==> config.mk <==
export PLATFORM = sky130hd
export DESIGN_NAME = link_health_monitor
export DESIGN_NICKNAME = d
export VERILOG_FILES = /design/src/hw/rtl/lhm_pkg.sv /design/src/hw/rtl/lhm_csr.sv /design/src/hw/rtl/lhm_core.sv /design/src/hw/rtl/link_health_monitor.sv
export SDC_FILE = /design/constraint.sdc
export NUM_CORES = 2
export LEC_CHECK = 0
export BUFFER_PORTS_ARGS = -buffer_cell sky130_fd_sc_hd__buf_4
export CORE_MARGIN = 8
export CORE_UTILIZATION = 45
export DETAILED_ROUTE_END_ITERATION = 8
export GPL_ROUTABILITY_DRIVEN = 0
export PLACE_DENSITY = 0.7
export REMOVE_ABC_BUFFERS = 1
export SLEW_MARGIN = 30
export SYNTH_ARGS = -nofsm -noshare
export SYNTH_HDL_FRONTEND = slang
export SYNTH_SLANG_ARGS = --single-unit
export TNS_END_PERCENT = 1
==> constraint.sdc <==
create_clock -name clock -period 8.1 [get_ports clock]
set_clock_uncertainty 0.1 [all_clocks]
set_input_delay 1.215 -clock clock [delete_from_list [all_inputs] [get_ports clock]]
set_output_delay 1.215 -clock clock [all_outputs]
set_load 0.02 [all_outputs]
==> src/hw/rtl/lhm_pkg.sv <==
package lhm_pkg;

   // Field and register widths
   localparam int unsigned TimeWidth = 32;
   localparam int unsigned CsrIndexWidth = 3;
   localparam int unsigned ReqDataWidth = 96;
   localparam int unsigned RspDataWidth = 112;

   // Sample interval used when the register holds zero
   localparam logic [TimeWidth-1:0] DefaultInterval = 32'd500;

   // Register indexes
   localparam logic [CsrIndexWidth-1:0] CSR_SAMPLE_INTERVAL = 3'd0;
   localparam logic [CsrIndexWidth-1:0] CSR_ERROR_WINDOW    = 3'd1;
   localparam logic [CsrIndexWidth-1:0] CSR_ERROR_BURST     = 3'd2;
   localparam logic [CsrIndexWidth-1:0] CSR_RECV_WARN_LIMIT = 3'd3;
   localparam logic [CsrIndexWidth-1:0] CSR_RECV_LOST_LIMIT = 3'd4;
   localparam logic [CsrIndexWidth-1:0] CSR_RECOVERY_HOLD   = 3'd5;
   localparam logic [CsrIndexWidth-1:0] CSR_STATUS_REPEAT   = 3'd6;
   localparam logic [CsrIndexWidth-1:0] CSR_STATUS_ENABLE   = 3'd7;

   // Link state codes as they appear on the result
   localparam logic [1:0] CODE_HEALTHY  = 2'd0;
   localparam logic [1:0] CODE_DEGRADED = 2'd1;
   localparam logic [1:0] CODE_LOST     = 2'd2;

   // Severity codes
   localparam logic [1:0] LVL_NOTICE   = 2'd0;
   localparam logic [1:0] LVL_WARNING  = 2'd1;
   localparam logic [1:0] LVL_CRITICAL = 2'd2;

   // Reason codes
   localparam logic [2:0] RSN_NONE      = 3'd0;
   localparam logic [2:0] RSN_RECV_LOST = 3'd1;
   localparam logic [2:0] RSN_RECV_WARN = 3'd2;
   localparam logic [2:0] RSN_ERR_BURST = 3'd3;
   localparam logic [2:0] RSN_RECOVERED = 3'd4;

   // Request mode
   localparam logic MODE_TICK  = 1'b0;
   localparam logic MODE_START = 1'b1;

   typedef enum logic [2:0] {
      LS_HEALTHY  = 3'b001,
      LS_DEGRADED = 3'b010,
      LS_LOST     = 3'b100
   } link_type;

   typedef struct packed {
      logic [TimeWidth-1:0] sample_interval;
      logic [TimeWidth-1:0] error_window;
      logic [TimeWidth-1:0] error_burst;
      logic [TimeWidth-1:0] recv_warn_limit;
      logic [TimeWidth-1:0] recv_lost_limit;
      logic [TimeWidth-1:0] recovery_hold;
      logic [TimeWidth-1:0] status_repeat;
      logic                 status_enable;
   } cfg_type;

   typedef struct packed {
      logic                 mode;
      logic [TimeWidth-1:0] now_ms;
      logic [TimeWidth-1:0] send_error_total;
      logic [TimeWidth-1:0] recv_time_ms;
   } req_type;

   typedef struct packed {
      logic                 sampled;
      logic [1:0]           link_state;
      logic [1:0]           previous_state;
      logic                 state_changed;
      logic                 status_emitted;
      logic [1:0]           severity;
      logic [2:0]           reason_code;
      logic [TimeWidth-1:0] since_recv_ms;
      logic [TimeWidth-1:0] errors_in_window;
      logic [TimeWidth-1:0] last_change_ms;
   } rsp_type;

   function automatic logic [1:0] state_code(input link_type st);
      logic [1:0] code;
      case (st)
         LS_HEALTHY:  code = CODE_HEALTHY;
         LS_DEGRADED: code = CODE_DEGRADED;
         LS_LOST:     code = CODE_LOST;
         default:     code = CODE_HEALTHY;
      endcase
      return code;
   endfunction

endpackage

==> src/hw/rtl/lhm_csr.sv <==
module lhm_csr (
   input  logic                                 clock,
   input  logic                                 reset,
   input  logic                                 csr_valid,
   output logic                                 csr_ready,
   input  logic [lhm_pkg::CsrIndexWidth-1:0]    csr_index,
   input  logic [lhm_pkg::TimeWidth-1:0]        csr_data,
   output lhm_pkg::cfg_type                     cfg
);
   import lhm_pkg::*;

   cfg_type cfg_ff;
   cfg_type cfg_in;

   assign csr_ready = 1'b1;
   assign cfg       = cfg_ff;

   // Decode the write into the addressed register
   always_comb begin
      cfg_in = cfg_ff;
      if (csr_valid) begin
         case (csr_index)
            CSR_SAMPLE_INTERVAL: cfg_in.sample_interval = csr_data;
            CSR_ERROR_WINDOW:    cfg_in.error_window    = csr_data;
            CSR_ERROR_BURST:     cfg_in.error_burst     = csr_data;
            CSR_RECV_WARN_LIMIT: cfg_in.recv_warn_limit = csr_data;
            CSR_RECV_LOST_LIMIT: cfg_in.recv_lost_limit = csr_data;
            CSR_RECOVERY_HOLD:   cfg_in.recovery_hold   = csr_data;
            CSR_STATUS_REPEAT:   cfg_in.status_repeat   = csr_data;
            CSR_STATUS_ENABLE:   cfg_in.status_enable   = csr_data[0];
            default:             cfg_in = cfg_ff;
         endcase
      end
   end

   always_ff @(posedge clock) begin
      if (reset) begin
         cfg_ff.sample_interval <= 32'd500;
         cfg_ff.error_window    <= 32'd1000;
         cfg_ff.error_burst     <= 32'd5;
         cfg_ff.recv_warn_limit <= 32'd1500;
         cfg_ff.recv_lost_limit <= 32'd5000;
         cfg_ff.recovery_hold   <= 32'd2000;
         cfg_ff.status_repeat   <= 32'd5000;
         cfg_ff.status_enable   <= 1'b1;
      end else begin
         cfg_ff <= cfg_in;
      end
   end

endmodule

==> src/hw/rtl/lhm_core.sv <==
module lhm_core (
   input  logic             clock,
   input  logic             reset,
   input  logic             advance,
   input  lhm_pkg::req_type req,
   input  lhm_pkg::cfg_type cfg,
   output lhm_pkg::rsp_type rsp
);
   import lhm_pkg::*;

   localparam logic [TimeWidth-1:0] AllOnes = {TimeWidth{1'b1}};

   link_type             state_ff, state_in;
   logic [TimeWidth-1:0] last_sample_ff, last_sample_in;
   logic [TimeWidth-1:0] last_change_ff, last_change_in;
   logic [TimeWidth-1:0] last_status_ff, last_status_in;
   logic [TimeWidth-1:0] healthy_start_ff, healthy_start_in;
   logic [TimeWidth-1:0] prev_total_ff, prev_total_in;
   logic [TimeWidth-1:0] win_start_ff, win_start_in;
   logic [TimeWidth-1:0] win_count_ff, win_count_in;
   logic                 sample_vld_ff, sample_vld_in;
   logic                 status_vld_ff, status_vld_in;
   logic                 healthy_vld_ff, healthy_vld_in;

   logic [TimeWidth-1:0] interval;
   logic                 gated;
   logic [TimeWidth-1:0] err_delta;
   logic [TimeWidth:0]   err_sum;
   logic [TimeWidth-1:0] count_added;
   logic [TimeWidth-1:0] count_new;
   logic [TimeWidth-1:0] recv_base;
   logic [TimeWidth-1:0] since;
   link_type             want;
   logic [2:0]           want_reason;
   logic [TimeWidth-1:0] hs_eff;
   logic                 recover;
   logic                 emit_ok_changed;
   logic                 emit_ok_steady;

   // Gate ticks to the sample interval
   assign interval = (cfg.sample_interval == '0) ? DefaultInterval : cfg.sample_interval;
   assign gated    = sample_vld_ff && ((req.now_ms - last_sample_ff) < interval);

   // Count new send errors, saturating, then restart an expired window
   assign err_delta   = req.send_error_total - prev_total_ff;
   assign err_sum     = {1'b0, win_count_ff} + {1'b0, err_delta};
   assign count_added = (req.send_error_total > prev_total_ff)
                        ? (err_sum[TimeWidth] ? AllOnes : err_sum[TimeWidth-1:0])
                        : win_count_ff;
   assign count_new   = ((req.now_ms - win_start_ff) > cfg.error_window) ? '0 : count_added;

   // Time since last receive, or since last change if never received
   assign recv_base = (req.recv_time_ms != '0) ? req.recv_time_ms : last_change_ff;
   assign since     = (req.now_ms > recv_base) ? (req.now_ms - recv_base) : '0;

   // Classify the link
   always_comb begin
      if (since > cfg.recv_lost_limit) begin
         want        = LS_LOST;
         want_reason = RSN_RECV_LOST;
      end else if (since > cfg.recv_warn_limit) begin
         want        = LS_DEGRADED;
         want_reason = RSN_RECV_WARN;
      end else if (count_new >= cfg.error_burst) begin
         want        = LS_DEGRADED;
         want_reason = RSN_ERR_BURST;
      end else begin
         want        = LS_HEALTHY;
         want_reason = RSN_NONE;
      end
   end

   // Recovery hold and emission rate limit
   assign hs_eff          = healthy_vld_ff ? healthy_start_ff : req.now_ms;
   assign recover         = (req.now_ms - hs_eff) >= cfg.recovery_hold;
   assign emit_ok_changed = cfg.status_enable;
   assign emit_ok_steady  = cfg.status_enable && (!status_vld_ff ||
                            ((req.now_ms - last_status_ff) >= cfg.status_repeat));

   // Next state and result
   always_comb begin
      state_in         = state_ff;
      last_sample_in   = last_sample_ff;
      last_change_in   = last_change_ff;
      last_status_in   = last_status_ff;
      healthy_start_in = healthy_start_ff;
      prev_total_in    = prev_total_ff;
      win_start_in     = win_start_ff;
      win_count_in     = win_count_ff;
      sample_vld_in    = sample_vld_ff;
      status_vld_in    = status_vld_ff;
      healthy_vld_in   = healthy_vld_ff;

      rsp.sampled        = 1'b0;
      rsp.state_changed  = 1'b0;
      rsp.status_emitted = 1'b0;
      rsp.severity       = LVL_NOTICE;
      rsp.reason_code    = RSN_NONE;
      rsp.since_recv_ms  = '0;

      if (req.mode == MODE_START) begin
         state_in         = LS_HEALTHY;
         sample_vld_in    = 1'b0;
         last_change_in   = req.now_ms;
         status_vld_in    = 1'b0;
         healthy_start_in = req.now_ms;
         healthy_vld_in   = 1'b1;
         prev_total_in    = '0;
         win_start_in     = req.now_ms;
         win_count_in     = '0;
      end else if (!gated) begin
         rsp.sampled       = 1'b1;
         rsp.since_recv_ms = since;
         rsp.reason_code   = want_reason;
         last_sample_in    = req.now_ms;
         sample_vld_in     = 1'b1;
         prev_total_in     = req.send_error_total;
         win_count_in      = count_new;
         if ((req.now_ms - win_start_ff) > cfg.error_window) begin
            win_start_in = req.now_ms;
         end

         if (want == LS_HEALTHY && state_ff != LS_HEALTHY) begin
            healthy_start_in = hs_eff;
            healthy_vld_in   = 1'b1;
            if (recover) begin
               state_in          = LS_HEALTHY;
               last_change_in    = req.now_ms;
               rsp.state_changed = 1'b1;
               rsp.reason_code   = RSN_RECOVERED;
               status_vld_in     = 1'b0;
               if (emit_ok_changed) begin
                  rsp.status_emitted = 1'b1;
                  last_status_in     = req.now_ms;
                  status_vld_in      = 1'b1;
               end
            end
         end else if (want != LS_HEALTHY) begin
            healthy_vld_in = 1'b0;
            if (want != state_ff) begin
               state_in          = want;
               last_change_in    = req.now_ms;
               rsp.state_changed = 1'b1;
               status_vld_in     = 1'b0;
            end
            if ((want != state_ff) ? emit_ok_changed : emit_ok_steady) begin
               rsp.status_emitted = 1'b1;
               rsp.severity       = (want == LS_LOST) ? LVL_CRITICAL : LVL_WARNING;
               last_status_in     = req.now_ms;
               status_vld_in      = 1'b1;
            end
         end else begin
            healthy_start_in = req.now_ms;
            healthy_vld_in   = 1'b1;
         end
      end

      rsp.link_state       = state_code(state_in);
      rsp.previous_state   = state_code(state_ff);
      rsp.errors_in_window = win_count_in;
      rsp.last_change_ms   = last_change_in;
   end

   // Commit state when the request moves to the result register
   always_ff @(posedge clock) begin
      if (reset) begin
         state_ff         <= LS_HEALTHY;
         last_sample_ff   <= '0;
         last_change_ff   <= '0;
         last_status_ff   <= '0;
         healthy_start_ff <= '0;
         prev_total_ff    <= '0;
         win_start_ff     <= '0;
         win_count_ff     <= '0;
         sample_vld_ff    <= 1'b0;
         status_vld_ff    <= 1'b0;
         healthy_vld_ff   <= 1'b0;
      end else if (advance) begin
         state_ff         <= state_in;
         last_sample_ff   <= last_sample_in;
         last_change_ff   <= last_change_in;
         last_status_ff   <= last_status_in;
         healthy_start_ff <= healthy_start_in;
         prev_total_ff    <= prev_total_in;
         win_start_ff     <= win_start_in;
         win_count_ff     <= win_count_in;
         sample_vld_ff    <= sample_vld_in;
         status_vld_ff    <= status_vld_in;
         healthy_vld_ff   <= healthy_vld_in;
      end
   end

endmodule

==> src/hw/rtl/link_health_monitor.sv <==
// Channel  Direction  Ports                                   Content
// req      in         req_tvalid/tready/tdata/tuser           one tick or start request
// rsp      out        rsp_tvalid/tready/tdata                 one result per request
// csr      in         csr_valid/ready/index/data              register write
//
// Each request passes an input register and a result register, one request per
// cycle sustained while rsp_tready stays high. The state update sits in the
// single evaluation step between the two registers. Reset clears the valid
// flags and the monitor state and loads the register defaults. A stalled
// result holds its register; the input register still takes one request,
// after which req_tready follows rsp_tready. csr_ready is always high.
module link_health_monitor (
   input  logic                                 clock,
   input  logic                                 reset,
   input  logic                                 req_tvalid,
   output logic                                 req_tready,
   // [31:0] now_ms, [63:32] send_error_total, [95:64] recv_time_ms
   input  logic [lhm_pkg::ReqDataWidth-1:0]     req_tdata,
   // [0] mode
   input  logic                                 req_tuser,
   output logic                                 rsp_tvalid,
   input  logic                                 rsp_tready,
   // [0] sampled, [2:1] link_state, [4:3] previous_state, [5] state_changed,
   // [6] status_emitted, [8:7] severity, [11:9] reason_code,
   // [43:12] since_recv_ms, [75:44] errors_in_window, [107:76] last_change_ms,
   // [111:108] zero
   output logic [lhm_pkg::RspDataWidth-1:0]     rsp_tdata,
   input  logic                                 csr_valid,
   output logic                                 csr_ready,
   input  logic [lhm_pkg::CsrIndexWidth-1:0]    csr_index,
   input  logic [lhm_pkg::TimeWidth-1:0]        csr_data
);
   import lhm_pkg::*;

   cfg_type cfg;
   req_type req_ff, req_in;
   rsp_type rsp_ff, rsp_comb;
   logic    in_vld_ff, in_vld_in;
   logic    out_vld_ff, out_vld_in;
   logic    advance;
   logic    take;

   lhm_csr u_csr (
      .clock     (clock),
      .reset     (reset),
      .csr_valid (csr_valid),
      .csr_ready (csr_ready),
      .csr_index (csr_index),
      .csr_data  (csr_data),
      .cfg       (cfg)
   );

   lhm_core u_core (
      .clock   (clock),
      .reset   (reset),
      .advance (advance),
      .req     (req_ff),
      .cfg     (cfg),
      .rsp     (rsp_comb)
   );

   // Move a request forward when the result register is free or draining
   assign advance    = in_vld_ff && (!out_vld_ff || rsp_tready);
   assign req_tready = !in_vld_ff || advance;
   assign take       = req_tvalid && req_tready;

   assign in_vld_in  = take || (in_vld_ff && !advance);
   assign out_vld_in = advance || (out_vld_ff && !rsp_tready);

   always_comb begin
      req_in                  = req_ff;
      if (take) begin
         req_in.mode             = req_tuser;
         req_in.now_ms           = req_tdata[31:0];
         req_in.send_error_total = req_tdata[63:32];
         req_in.recv_time_ms     = req_tdata[95:64];
      end
   end

   always_ff @(posedge clock) begin
      if (reset) begin
         in_vld_ff  <= 1'b0;
         out_vld_ff <= 1'b0;
      end else begin
         in_vld_ff  <= in_vld_in;
         out_vld_ff <= out_vld_in;
      end
   end

   // Payload registers
   always_ff @(posedge clock) begin
      req_ff <= req_in;
      if (advance) begin
         rsp_ff <= rsp_comb;
      end
   end

   assign rsp_tvalid = out_vld_ff;
   assign rsp_tdata  = {4'd0,
                        rsp_ff.last_change_ms,
                        rsp_ff.errors_in_window,
                        rsp_ff.since_recv_ms,
                        rsp_ff.reason_code,
                        rsp_ff.severity,
                        rsp_ff.status_emitted,
                        rsp_ff.state_changed,
                        rsp_ff.previous_state,
                        rsp_ff.link_state,
                        rsp_ff.sampled};

endmodule

==> results by group <==
Clock tree
  – H-tree depth: 3
  – CTS Root Cell: clkbuf_16
  – Hold-fix buffer count after cts: 0
  – Clk pin slew, worst setup/hold paths: 0.06 ns
  – CTS tree: yes
  – CTS Buffer Depth: 3
  – CTS Buf Count: 76
  – Clk_lat worst skew: 0.64 ns
  – Clock sinks: between 600 and 700

Route
  – Drt pass-1 iters: 5
  – Remaining antenna violation count after routing: 0
  – Via count: 34836
  – Violation count after the first detailed-routing iteration: approximately 2600
  – WL/cell: around 19 µm
  – DRC: 0
  – Routed vias/inst: around 5.5
  – Routed wire length: 119500 µm

Placed design
  – Dpl ws: -0.5586 ns
  – DP Wirelength: 88600 µm
  – Placed instance count: 6097
  – Port buffer count: 246

Global route
  – Initial antenna violation count: 7
  – Total GRT Usage: 22.60%
  – Largest net degree at the start of global routing: 180
  – First-pass GRT wire length: between 150000 and 200000 µm
  – Vias in the first global route: approximately 34000
  – Total congestion overflow: 0

Logic synthesis
  – Most common flop cell mapped by yosys: dfxtp_1
  – Post-synth top area share: between 20% and 30%
  – Post-Syn Area per Cell: about 8.8 µm²
  – Sequential fraction of the synthesis area: 37.39%
  – Post-Synthesis Cells: approximately 4600
  – Area leader, netlist: dfxtp_1
  – Post-synth EDFFs: between 200 and 250
  – Asr flop ratio synth: 0%
  – Synth area leaders: dfxtp_1, edfxtp_1, ha_1
  – Mapped cell area: 40930 µm²
  – Unique masters post-synth: between 90 and 100
  – Ys Warns: 0
  – Seq cells post-synth: around 660

Floorplanning
  – Die ar.: slightly above 100000 µm²
  – Die height: 317.6 µm
  – Core area: ~90000 µm²
  – Die width: 317.6 µm
  – Initial Utilization: between 40 and 50%
  – Site Rows: 110
  – Io pins: between 200 and 300

Setup path
  – CP max-delay cell: or3_4
  – Nature of the critical path endpoint: flip-flop
  – CP max stage delay: 0.41 ns
  – Most used cell, CP: a21o_1
  – CP startpoint kind: flip-flop
  – CP arrival: 8.62 ns
  – CP Class: flip-flop to flip-flop
  – Crit path required time: 8.55 ns
  – Worst Path Max Fanout: 8

Worst hold path
  – HP Class: flip-flop to flip-flop

STA
  – Final hold violations: 0
  – Highest Clock Rate: roughly 120 MHz
  – Setup tns final: -1.513 ns
  – Fin. max-slew vios: 0
  – RSZ-0062 raised after global routing: true
  – Tmin final: 8.175 ns
  – Max_slew headroom: 25.72%
  – Worst Tran Pin Value: approximately 1.1 ns
  – Final cycle utilization of the critical path: 100.9%
  – Final setup viols: 47
  – Hold_ws: 0.3530 ns
  – Final setup margin: -0.07481 ns

Finish
  – Nets@finish: 5629
  – Commonest non-fill, non-tap cell in the layout: nand2_1
  – Share of cells above drive strength 1: between 10% and 20%
  – Most frequent cells in the layout: nand2_1, buf_4, a21oi_1
  – Final cell count without fillers: between 6000 and 7000
  – Synthesis-to-finish area growth: 19.27%
  – Filler cell count in the final layout: roughly 8000

Status
  – Failing checks: setup timing
  – Status: finished with violations

Pwr
  – Peak supply drop: 0.1221 mV
  – Power Density: ~220 nW/µm²
  – Leakage Power: a little over 20 nW

Job
  – Total of max-cap violations: 0
worst max-delay path, delay by kind of cell, from the launching register on:
family | cells | cell delay [ns]
multiplexers | 2 | 0.50
XOR/XNOR | 1 | 0.09
adder cells (fa/ha/maj) | 4 | 1.01
AO/OA/AOI/OAI | 20 | 3.73
AND/OR/NAND/NOR | 6 | 1.19
buffers and inverters | 8 | 1.04
flip-flops | 1 | 0.38
registers in the layout, indices dropped and copies added (netlist names), 3 cells and up:
name,cells
u_csr.cfg,225
u_core.last_status_ff,32
rsp_tdata,108
u_core.last_sample_ff,32
u_core.last_change_ff,32
u_core.healthy_start_ff,32
u_core.prev_total_ff,32
u_core.win_start_ff,32
req_ff,97
u_core.win_count_ff,32
u_core.state_ff,3
cell type report:
class	instances	area, µm²	share of cell area (%)
Clock inverter	38	505.5	1.035
Sequential cell	662	15310	31.35
Clock buffer	102	2217	4.541
Timing Repair Buffer	495	3984	8.160
Tap cell	1176	1471	3.014
Antenna cell	3	7.507	0.01538
Inverter	398	1496	3.065
Multi-Input combinational cell	3409	23830	48.82
cells in the mapped netlist, types with 10 or more instances:
master,number
nand4_1,55
a21oi_1,471
a31oi_1,22
a22o_1,26
nand3_1,50
a22oi_1,35
nand3b_1,24
nor4_1,31
xnor2_1,137
buf_1,12
a211oi_1,28
nor2_1,359
o21ai_0,110
o211ai_1,15
nand2b_1,137
xor2_1,58
nor2b_1,38
buf_4,15
a21o_1,167
mux2_2,30
o221a_2,26
buf_2,11
clkbuf_1,127
ha_1,443
mux2i_1,185
o31ai_1,10
nand2_1,597
inv_1,396
dfxtp_1,457
o21a_1,40
or2_2,12
edfxtp_1,205
nor3_1,42
a211o_1,26
and3_1,25
or3_1,18
o21bai_1,35
final timing paths:
path                                           startpoint                        end  slack [ns]  depth (start not counted)
worst max-delay path                           req_ff[32]  u_core.last_change_ff[24]       -0.07                         41
worst min-delay path            u_core.last_sample_ff[29]  u_core.last_sample_ff[29]        0.35                          2
worst max register to register                 req_ff[32]  u_core.last_change_ff[24]       -0.07                         41
worst min register to register  u_core.last_sample_ff[29]  u_core.last_sample_ff[29]        0.35                          2
per-stage QoR:
stage	power (mW)	utilization, %	instance area (µm²)
after floorplan	5.797	-	40190
after CTS	10.76	53.79	48490
after global routing	11.32	54.15	48820
after detailed placement	6.864	50.19	45240
after global placement	6.796	50.17	45230
final	10.79	54.16	48820
logic make-up (layout without fill, tap and decap cells):
| family | Yosys count | in the layout | share of synthesized area, % |
|---|---|---|---|
| simple gates | 1426 | 1426 | 15.94 |
| compound gates | 1117 | 1117 | 17.72 |
| flops | 662 | 662 | 37.39 |
| buf+inv | 569 | 1033 | 5.499 |
| fa+ha+maj | 450 | 450 | 13.88 |
| mux | 216 | 216 | 5.377 |
| xor+xnor | 195 | 195 | 4.173 |
| other cells | 2 | 8 | 0.01835 |
per-layer routing:
| metal | wire (µm) | part of all wire (%) | GRT usage (%) |
|---|---|---|---|
| met5 | 46 | 0.038 | 0 |
| met4 | 4390 | 3.7 | 8.343 |
| met3 | 8274 | 6.9 | 3.658 |
| met2 | 54830 | 46 | 37.38 |
| met1 | 51990 | 43 | 29.63 |
what timing repair did:
action | CTS | global route
cloned | 4 | 2
buffers inserted | 28 | 11
gates resized for setup | 36 | 41
pin swaps | 28 | 25
setup endpoints to repair | 135 | 138
where the power goes:
group | internal, mW | switching [mW] | leakage (nW) | total (mW)
registers | 3.62 | 0.0989 | 5.67 | 3.72
clock network | 2.28 | 1.44 | 1.34 | 3.73
logic | 1.53 | 1.81 | 13.5 | 3.34
(Power assumes the default switching activity.)
